[src/hw/rtl/wfba_pkg.sv]
// Shared constants and types for the worst-fit block allocator.
`timescale 1ns / 1ps
`default_nettype none

package wfba_pkg;

   localparam int MAX_BLOCKS = 16;
   localparam int SIZE_BITS  = 16;
   localparam int ADDR_BITS  = $clog2(MAX_BLOCKS);
   localparam int COUNT_BITS = $clog2(MAX_BLOCKS + 1);

   typedef enum logic {
      OP_LOAD  = 1'b0,
      OP_ALLOC = 1'b1
   } op_type;

   typedef enum logic [3:0] {
      ST_IDLE   = 4'b0001,
      ST_READ   = 4'b0010,
      ST_DRAIN  = 4'b0100,
      ST_FINISH = 4'b1000
   } state_type;

   typedef struct packed {
      logic                 clear;
      logic                 sample;
      logic [ADDR_BITS-1:0] index;
   } scan_ctl_type;

   typedef struct packed {
      logic                 found;
      logic [ADDR_BITS-1:0] best_index;
      logic [SIZE_BITS-1:0] best_size;
   } scan_res_type;

endpackage

`default_nettype wire

[src/hw/rtl/worst_fit_block_allocator.sv]
// Top level of the worst-fit block allocator: control, table RAM and result port.
//
// Usage: present an item on the req_ ports and raise start; it is taken at a
// rising edge where start is high and busy is low. A load item
// (req_operation = 0) writes one block's free size in the cycle it is taken
// and gives no result; busy stays low, so loads may follow every cycle.
// An allocate item reads the blocks in use from the table RAM, one per
// cycle, keeps the largest size that covers the request, then writes the
// reduced size back and presents one result on the rsp_ ports for exactly
// one cycle, marked by rsp_valid. The scan goes through ST_READ for N entries,
// N being block_count limited to 16, then ST_DRAIN and ST_FINISH, which
// writes back and loads the rsp_ registers; for N of zero it goes straight
// to ST_FINISH. The single RAM read port reads one entry per cycle.
// The next item may be taken in the cycle the result is shown.
// The receiver cannot stall: each result is taken in the cycle it is shown.
// block_count is written through csr_write_enable/csr_write_data while the
// block is idle, which is up to the user; the block does not enforce it. Reset
// clears control state and block_count; entries stay undefined until loaded.
`timescale 1ns / 1ps
`default_nettype none

module worst_fit_block_allocator (
   input  wire logic                           clock,
   input  wire logic                           reset,
   input  wire logic                           start,
   output logic                                busy,
   input  wire logic                           req_operation,
   input  wire logic [3:0]                     req_block_index,
   input  wire logic [15:0]                    req_size_value,
   input  wire logic                           req_last_request,
   output logic                                rsp_valid,
   output logic                                rsp_granted,
   output logic [3:0]                          rsp_chosen_block,
   output logic [15:0]                         rsp_size_left,
   output logic                                rsp_batch_done,
   input  wire logic                           csr_write_enable,
   input  wire logic [4:0]                     csr_write_data
);
   import wfba_pkg::*;

   state_type             state_ff, state_in;
   logic [COUNT_BITS-1:0] count_ff;
   logic [COUNT_BITS-1:0] used_ff, used_in;
   logic [ADDR_BITS-1:0]  addr_ff, addr_in;
   logic                  rd_valid_ff;
   logic [ADDR_BITS-1:0]  rd_index_ff;
   logic [SIZE_BITS-1:0]  request_ff, request_in;
   logic                  last_ff, last_in;

   logic                  rsp_valid_ff;
   logic                  rsp_granted_ff;
   logic [3:0]            rsp_chosen_ff;
   logic [15:0]           rsp_left_ff;
   logic                  rsp_done_ff;

   logic                  accept;
   logic                  is_alloc;
   logic [COUNT_BITS-1:0] used_sat;
   logic                  last_addr;
   logic [SIZE_BITS-1:0]  remainder;

   logic                  wr_en;
   logic [ADDR_BITS-1:0]  wr_addr;
   logic [SIZE_BITS-1:0]  wr_data;
   logic [SIZE_BITS-1:0]  rd_data;

   scan_ctl_type          scan_ctl;
   scan_res_type          scan_res;

   assign busy     = (state_ff != ST_IDLE);
   assign accept   = start && !busy;
   assign is_alloc = (req_operation == OP_ALLOC);

   assign used_sat  = (count_ff > COUNT_BITS'(MAX_BLOCKS)) ? COUNT_BITS'(MAX_BLOCKS)
                                                           : count_ff;
   assign last_addr = ({1'b0, addr_ff} == (used_ff - COUNT_BITS'(1)));
   assign remainder = scan_res.best_size - request_ff;

   always_comb begin
      state_in   = state_ff;
      used_in    = used_ff;
      addr_in    = addr_ff;
      request_in = request_ff;
      last_in    = last_ff;
      case (state_ff)
         ST_IDLE: begin
            if (accept && is_alloc) begin
               used_in    = used_sat;
               addr_in    = '0;
               request_in = req_size_value[SIZE_BITS-1:0];
               last_in    = req_last_request;
               state_in   = (used_sat == '0) ? ST_FINISH : ST_READ;
            end
         end
         ST_READ: begin
            addr_in = addr_ff + ADDR_BITS'(1);
            if (last_addr) begin
               state_in = ST_DRAIN;
            end
         end
         ST_DRAIN: begin
            state_in = ST_FINISH;
         end
         ST_FINISH: begin
            state_in = ST_IDLE;
         end
         default: begin
            state_in = ST_IDLE;
         end
      endcase
   end

   always_ff @(posedge clock) begin
      if (reset) begin
         state_ff     <= ST_IDLE;
         count_ff     <= '0;
         rd_valid_ff  <= 1'b0;
         rsp_valid_ff <= 1'b0;
      end else begin
         state_ff     <= state_in;
         if (csr_write_enable) begin
            count_ff <= csr_write_data[COUNT_BITS-1:0];
         end
         rd_valid_ff  <= (state_ff == ST_READ);
         rsp_valid_ff <= (state_ff == ST_FINISH);
      end
   end

   always_ff @(posedge clock) begin
      used_ff     <= used_in;
      addr_ff     <= addr_in;
      request_ff  <= request_in;
      last_ff     <= last_in;
      rd_index_ff <= addr_ff;
      if (state_ff == ST_FINISH) begin
         rsp_granted_ff <= scan_res.found;
         rsp_chosen_ff  <= scan_res.found ? 4'(scan_res.best_index) : 4'd0;
         rsp_left_ff    <= scan_res.found ? 16'(remainder) : 16'd0;
         rsp_done_ff    <= last_ff;
      end
   end

   // Loads write in the cycle they are taken; the write-back of a grant is the
   // only other write and happens while no read is in flight.
   always_comb begin
      wr_en   = 1'b0;
      wr_addr = scan_res.best_index;
      wr_data = remainder;
      if (accept && !is_alloc) begin
         wr_en   = (COUNT_BITS'(req_block_index) < COUNT_BITS'(MAX_BLOCKS));
         wr_addr = ADDR_BITS'(req_block_index);
         wr_data = req_size_value[SIZE_BITS-1:0];
      end else if (state_ff == ST_FINISH) begin
         wr_en = scan_res.found;
      end
   end

   wfba_ram #(
      .WIDTH(SIZE_BITS),
      .DEPTH(MAX_BLOCKS)
   ) u_table (
      .clock  (clock),
      .wr_en  (wr_en),
      .wr_addr(wr_addr),
      .wr_data(wr_data),
      .rd_addr(addr_ff),
      .rd_data(rd_data)
   );

   assign scan_ctl.clear  = accept;
   assign scan_ctl.sample = rd_valid_ff;
   assign scan_ctl.index  = rd_index_ff;

   wfba_scan u_scan (
      .clock  (clock),
      .ctl    (scan_ctl),
      .rd_data(rd_data),
      .request(request_ff),
      .res    (scan_res)
   );

   assign rsp_valid        = rsp_valid_ff;
   assign rsp_granted      = rsp_granted_ff;
   assign rsp_chosen_block = rsp_chosen_ff;
   assign rsp_size_left    = rsp_left_ff;
   assign rsp_batch_done   = rsp_done_ff;

   // Results never come in two consecutive cycles.
   a_single_result: assert property (@(posedge clock) disable iff (reset)
      rsp_valid_ff |=> !rsp_valid_ff)
      else $error("result strobe high in two consecutive cycles");

   // An allocate item always occupies the block after it is taken.
   a_alloc_busy: assert property (@(posedge clock) disable iff (reset)
      (accept && is_alloc) |=> busy)
      else $error("allocate item taken without going busy");

   // Outside idle the table is written only by the write-back of a grant.
   a_write_only_on_grant: assert property (@(posedge clock) disable iff (reset)
      (wr_en && (state_ff != ST_IDLE)) |-> ((state_ff == ST_FINISH) && scan_res.found))
      else $error("table written during a scan");

   // The grant flag follows the found flag of the scan.
   a_grant_from_scan: assert property (@(posedge clock) disable iff (reset)
      (state_ff == ST_FINISH) |=> (rsp_granted_ff == $past(scan_res.found)))
      else $error("grant flag does not follow the scan");

endmodule

`default_nettype wire

[src/hw/rtl/wfba_ram.sv]
// Generic single-write, single-read synchronous RAM with registered read data.
`timescale 1ns / 1ps
`default_nettype none

module wfba_ram #(
   parameter int WIDTH = 16,
   parameter int DEPTH = 16
) (
   input  wire logic                     clock,
   input  wire logic                     wr_en,
   input  wire logic [$clog2(DEPTH)-1:0] wr_addr,
   input  wire logic [WIDTH-1:0]         wr_data,
   input  wire logic [$clog2(DEPTH)-1:0] rd_addr,
   output logic      [WIDTH-1:0]         rd_data
);

   logic [WIDTH-1:0] mem_ff [DEPTH];
   logic [WIDTH-1:0] rd_data_ff;

   always_ff @(posedge clock) begin
      if (wr_en) begin
         mem_ff[wr_addr] <= wr_data;
      end
      rd_data_ff <= mem_ff[rd_addr];
   end

   assign rd_data = rd_data_ff;

endmodule

`default_nettype wire

[src/hw/rtl/wfba_scan.sv]
// Running search for the largest stored size that covers the request.
`timescale 1ns / 1ps
`default_nettype none

module wfba_scan (
   input  wire logic                          clock,
   input  wire wfba_pkg::scan_ctl_type        ctl,
   input  wire logic [wfba_pkg::SIZE_BITS-1:0] rd_data,
   input  wire logic [wfba_pkg::SIZE_BITS-1:0] request,
   output wfba_pkg::scan_res_type             res
);
   import wfba_pkg::*;

   logic                 found_ff, found_in;
   logic [ADDR_BITS-1:0] best_index_ff, best_index_in;
   logic [SIZE_BITS-1:0] best_size_ff, best_size_in;
   logic                 take;

   // A strictly larger size is needed to displace the current best, so the
   // lowest index wins on a tie.
   assign take = ctl.sample && (rd_data >= request) &&
                 (!found_ff || (best_size_ff < rd_data));

   always_comb begin
      found_in      = found_ff;
      best_index_in = best_index_ff;
      best_size_in  = best_size_ff;
      if (ctl.clear) begin
         found_in = 1'b0;
      end else if (take) begin
         found_in      = 1'b1;
         best_index_in = ctl.index;
         best_size_in  = rd_data;
      end
   end

   always_ff @(posedge clock) begin
      found_ff      <= found_in;
      best_index_ff <= best_index_in;
      best_size_ff  <= best_size_in;
   end

   assign res.found      = found_ff;
   assign res.best_index = best_index_ff;
   assign res.best_size  = best_size_ff;

endmodule

`default_nettype wire
[config.mk]
export PLATFORM = sky130hd
export DESIGN_NAME = worst_fit_block_allocator
export DESIGN_NICKNAME = d
export VERILOG_FILES = /design/src/hw/rtl/wfba_pkg.sv /design/src/hw/rtl/worst_fit_block_allocator.sv /design/src/hw/rtl/wfba_ram.sv /design/src/hw/rtl/wfba_scan.sv
export SDC_FILE = /design/constraint.sdc
export NUM_CORES = 1
export LEC_CHECK = 0
export BUFFER_PORTS_ARGS = -buffer_cell sky130_fd_sc_hd__buf_2
export CAP_MARGIN = 20
export CELL_PAD_IN_SITES_DETAIL_PLACEMENT = 0
export CELL_PAD_IN_SITES_GLOBAL_PLACEMENT = 2
export CORE_ASPECT_RATIO = 1.25
export CORE_UTILIZATION = 42
export CTS_CLUSTER_DIAMETER = 200
export DETAILED_ROUTE_END_ITERATION = 12
export GPL_ROUTABILITY_DRIVEN = 1
export PLACE_DENSITY_LB_ADDON = 0.1
export SKIP_CTS_REPAIR_TIMING = 1
export SYNTH_ARGS = -nofsm -noshare
export SYNTH_HDL_FRONTEND = slang
export SYNTH_HIERARCHICAL = 1
export SYNTH_SLANG_ARGS = --single-unit
[constraint.sdc]
create_clock -name clock -period 5.17 [get_ports clock]
set_input_delay 0.7755 -clock clock [delete_from_list [all_inputs] [get_ports clock]]
set_output_delay 0.7755 -clock clock [all_outputs]
set_load 0.05 [all_outputs]
==> flow_metrics.py <==
metrics = {
    "drt": {
        "ant_nets": 0,
        "routed_wl_um": 32760,
        "drt-pass1-iter-count": 4,
        "drtIter0Drc": 529,
        "drc": 0,
        "wl_per_cell_um": 22.00,
        "vias": 7833,
        "viasPerCell": 5.261,
    },
    "logic_synthesis": {
        "ys_types": 64,
        "synthTopCellsByCount": "324 x edfxtp_1, 72 x nand2_1, 58 x inv_1, 54 x mux4_2, 48 x ha_1",
        "synthFlopType": "edfxtp_1",
        "synth_top_area_share_pct": 65.03,
        "synth_edf_count": 324,
        "synthTopCellsByArea": "edfxtp_1 65%, mux4_2 8.1%, dfxtp_1 4.3%",
        "async_reset_ff_share_pct": 0,
        "yosysTopAreaCell": "edfxtp_1",
        "synth.avg_cell_area_um2": 16.40,
        "yosysMostFrequentCell": "edfxtp_1",
        "synth-seq-cells": 356,
        "synthCells": 912,
        "synth_area_mm2": 0.01496,
        "ys_warn_count": 6,
        "ys_seq_area_share_pct": 69.32,
        "synth_fp_nets": 992,
    },
    "placed_design": {
        "dp_cells": 1418,
        "gp_congestion": 0.8385,
        "dp_hpwl_um": 22610,
        "io_buffer_count": 54,
    },
    "pwr": {
        "p_total_mw": 7.455,
        "power.leakage_nw": 6.100,
        "power_frac_comb_pct": 15.7,
        "powerDensity_mw_per_mm2": 434.7,
        "p_seq_share_pct": 47.4,
        "intPower_mw": 5.514,
        "peakVddDrop_mv": 0.3244,
        "switching_share_pct": 26.04,
        "clkPwrFrac_pct": 36.9,
        "switching_power_mw": 1.941,
    },
    "clocking": {
        "htree_levels": 2,
        "numCtsBuffers": 38,
        "clock_path_buffers": 3,
        "cts_tree": "yes",
        "cts_sinks": 356,
        "path_clk_slew_ns": 0.06,
        "cts_root_buf": "clkbuf_16",
        "clk_latency_ns": 0.53,
    },
    "final_layout": {
        "final_util_pct": 49.28,
        "area_growth_pct": 14.64,
        "nets": 1071,
        "diodes": 0,
        "fin_cells": 1489,
        "drive_gt1_share_pct": 21.45,
    },
    "floorplanning": {
        "die_w_um": 170.8,
        "start_util_pct": 42.99,
        "io_pins": 55,
        "design.core.area_mm2": 0.03480,
        "rows": 76,
        "die_h_um": 213.0,
        "dieArea_mm2": 0.03638,
    },
    "grt": {
        "grt_pass1_wl_um": 49940,
        "grt_overflow": 0,
        "grt_pass1_vias": 8206,
        "antenna_found_initial": 0,
        "grt_max_degree": 70,
        "grtUsageTotal_pct": 18.95,
    },
    "setup_path": {
        "cp_slowest_stage_delay_ns": 0.78,
        "worstPathRequired_ns": 5.31,
        "cp_cell_sequence": "nor4b_4 > nand2_1 > or2_1 > buf_4 > nand2_1 > nand2_1 > or3b_2 > nor2_2",
        "slowest_stage": "nor2_2",
        "start_kind": "flop",
        "startpoint": "state_ff[2]",
        "crit_fanout": 27,
        "reg2reg_to": "u_table/mem_ff[2][9]",
        "arrival_ns": 3.49,
        "reg2regPathDepth": 8,
        "crit_type": "reg -> reg",
        "crit_top_cell": "nand2_1",
        "cp-endpoint": "u_table/mem_ff[2][9]",
        "cp-end-kind": "flop",
        "r2r_slack_ns": 1.82,
        "rr_startpoint": "state_ff[2]",
    },
    "timing": {
        "finalSetupTns_ns": 0,
        "rsz0062_at_grt": "false",
        "skew_ns": 0.01525,
        "slew_violations": 0,
        "timing_hold_violations_final": 0,
        "post-route-min-period_ns": 3.346,
        "setup_viol": 0,
        "max-slew-margin-rel_pct": 30.35,
        "fin_crit_sh_pct": 64.72,
        "fmax_mhz": 298.9,
        "worst_pin_slew_ns": 1.044,
    },
    "outcome": {
        "status": "complete, no violations",
    },
    "flow_run": {
        "drv_cap": 0,
    },
    "hold_path": {
        "hold_path.class": "reg -> reg",
    },
}
worst max-delay path, delay by kind of cell, from the launching register on:
family,cells,cell delay (ns)
simple gates,7,2.30
flops,1,0.40
buf+inv,1,0.25
sequential cells by signal, summed over array words and instances (netlist names):
register              count
state_ff                  4
request_ff               16
u_table/rd_data          16
rsp_granted               1
u_table/mem_ff          256
addr_ff                   4
u_scan/best_size_ff      16
rsp_chosen_block          4
last_ff                   1
u_scan/found_ff           1
rsp_batch_done            1
used_ff                   5
count_ff                  5
u_scan/best_index_ff      4
rsp_valid                 1
rd_valid_ff               1
rd_index_ff               4
rsp_size_left            16
final cells by class:
class                      count  area (um^2)
sequential                   356        10370
clock buffer                  42        965.9
inverter                      58        217.7
tap                          468        585.6
timing repair buffer          75        460.4
multi-input combinational    462         4243
clock inverter                28        307.8
fill                        2990        17650
metal layers:
layer / global-route usage, % / up-vias / share of wire (%) / wire, um
li1: - / 3678 / - / -
met1: 24.97 / 3947 / 44 / 14260
met2: 31.98 / 157 / 49 / 16080
met3: 2.892 / 51 / 4.5 / 1466
met4: 6.589 / 0 / 2.9 / 946
met5: 0 / - / 0 / 0
worst min path at each step:
| stage | start | cells past startpoint | slack [ns] | endpoint |
|---|---|---|---|---|
| after global routing | rd_index_ff[0] | 0 | 0.41 | u_scan/best_index_ff[0] |
| after CTS | rd_index_ff[1] | 0 | 0.40 | u_scan/best_index_ff[1] |
| after floorplan | rd_index_ff[0] | 0 | 0.39 | u_scan/best_index_ff[0] |
| final | rd_index_ff[1] | 0 | 0.40 | u_scan/best_index_ff[1] |
| after detailed placement | rd_index_ff[1] | 0 | 0.39 | u_scan/best_index_ff[1] |
| after global placement | rd_index_ff[0] | 0 | 0.39 | u_scan/best_index_ff[0] |
power by group through the flow:
| stage | clock network, mW | registers (mW) | logic (mW) |
|---|---|---|---|
| after floorplan | 0 | 3.58 | 0.772 |
| after global routing | 2.93 | 3.55 | 1.29 |
| after detailed placement | 0 | 3.60 | 1.18 |
| final | 2.75 | 3.53 | 1.17 |
| after CTS | 2.82 | 3.54 | 1.18 |
| after global placement | 0 | 3.60 | 1.17 |
cell usage in the layout (no fill, tap or decap), types with 6 or more instances in the layout:
| cell | n |
|---|---|
| mux4_2 | 54 |
| clkinv_1 | 8 |
| nor2_2 | 13 |
| nor2_1 | 34 |
| xnor2_1 | 11 |
| nand4_1 | 7 |
| xor2_1 | 10 |
| clkbuf_16 | 38 |
| mux4_1 | 10 |
| o21ai_1 | 7 |
| nor3_2 | 6 |
| nand3_1 | 9 |
| a21oi_1 | 28 |
| inv_1 | 58 |
| bufinv_16 | 6 |
| clkinv_2 | 8 |
| buf_2 | 54 |
| and2_1 | 14 |
| mux2i_1 | 8 |
| nand2b_1 | 8 |
| dfxtp_1 | 32 |
| ha_1 | 48 |
| nand2_1 | 72 |
| a22oi_1 | 33 |
| nor2b_1 | 10 |
| edfxtp_1 | 324 |
| o21ai_0 | 14 |
| a21o_1 | 7 |
| buf_4 | 19 |
stage by stage:
step	hold WS, ns	worst slack, ns	area [um^2]
CTS	0.4037	1.689	17140
detailed placement	0.3906	1.722	15870
floorplan	0.3855	1.037	14970
finish	0.4008	1.824	17150
global placement	0.3854	1.779	15840
global route	0.4110	1.623	17150
kinds of logic (layout without fill, tap and decap cells):
logic type      count (synthesis)  in the layout  share of synthesized area, %
flops                         356            356                         69.32
fa+ha+maj                      49             49                         4.148
mux                            76             76                         10.72
compound gates                118            118                         5.352
buf+inv                        94            203                         2.802
simple gates                  198            198                         6.431
xor+xnor                       21             21                         1.229
Power figures use the tool's default switching activity.
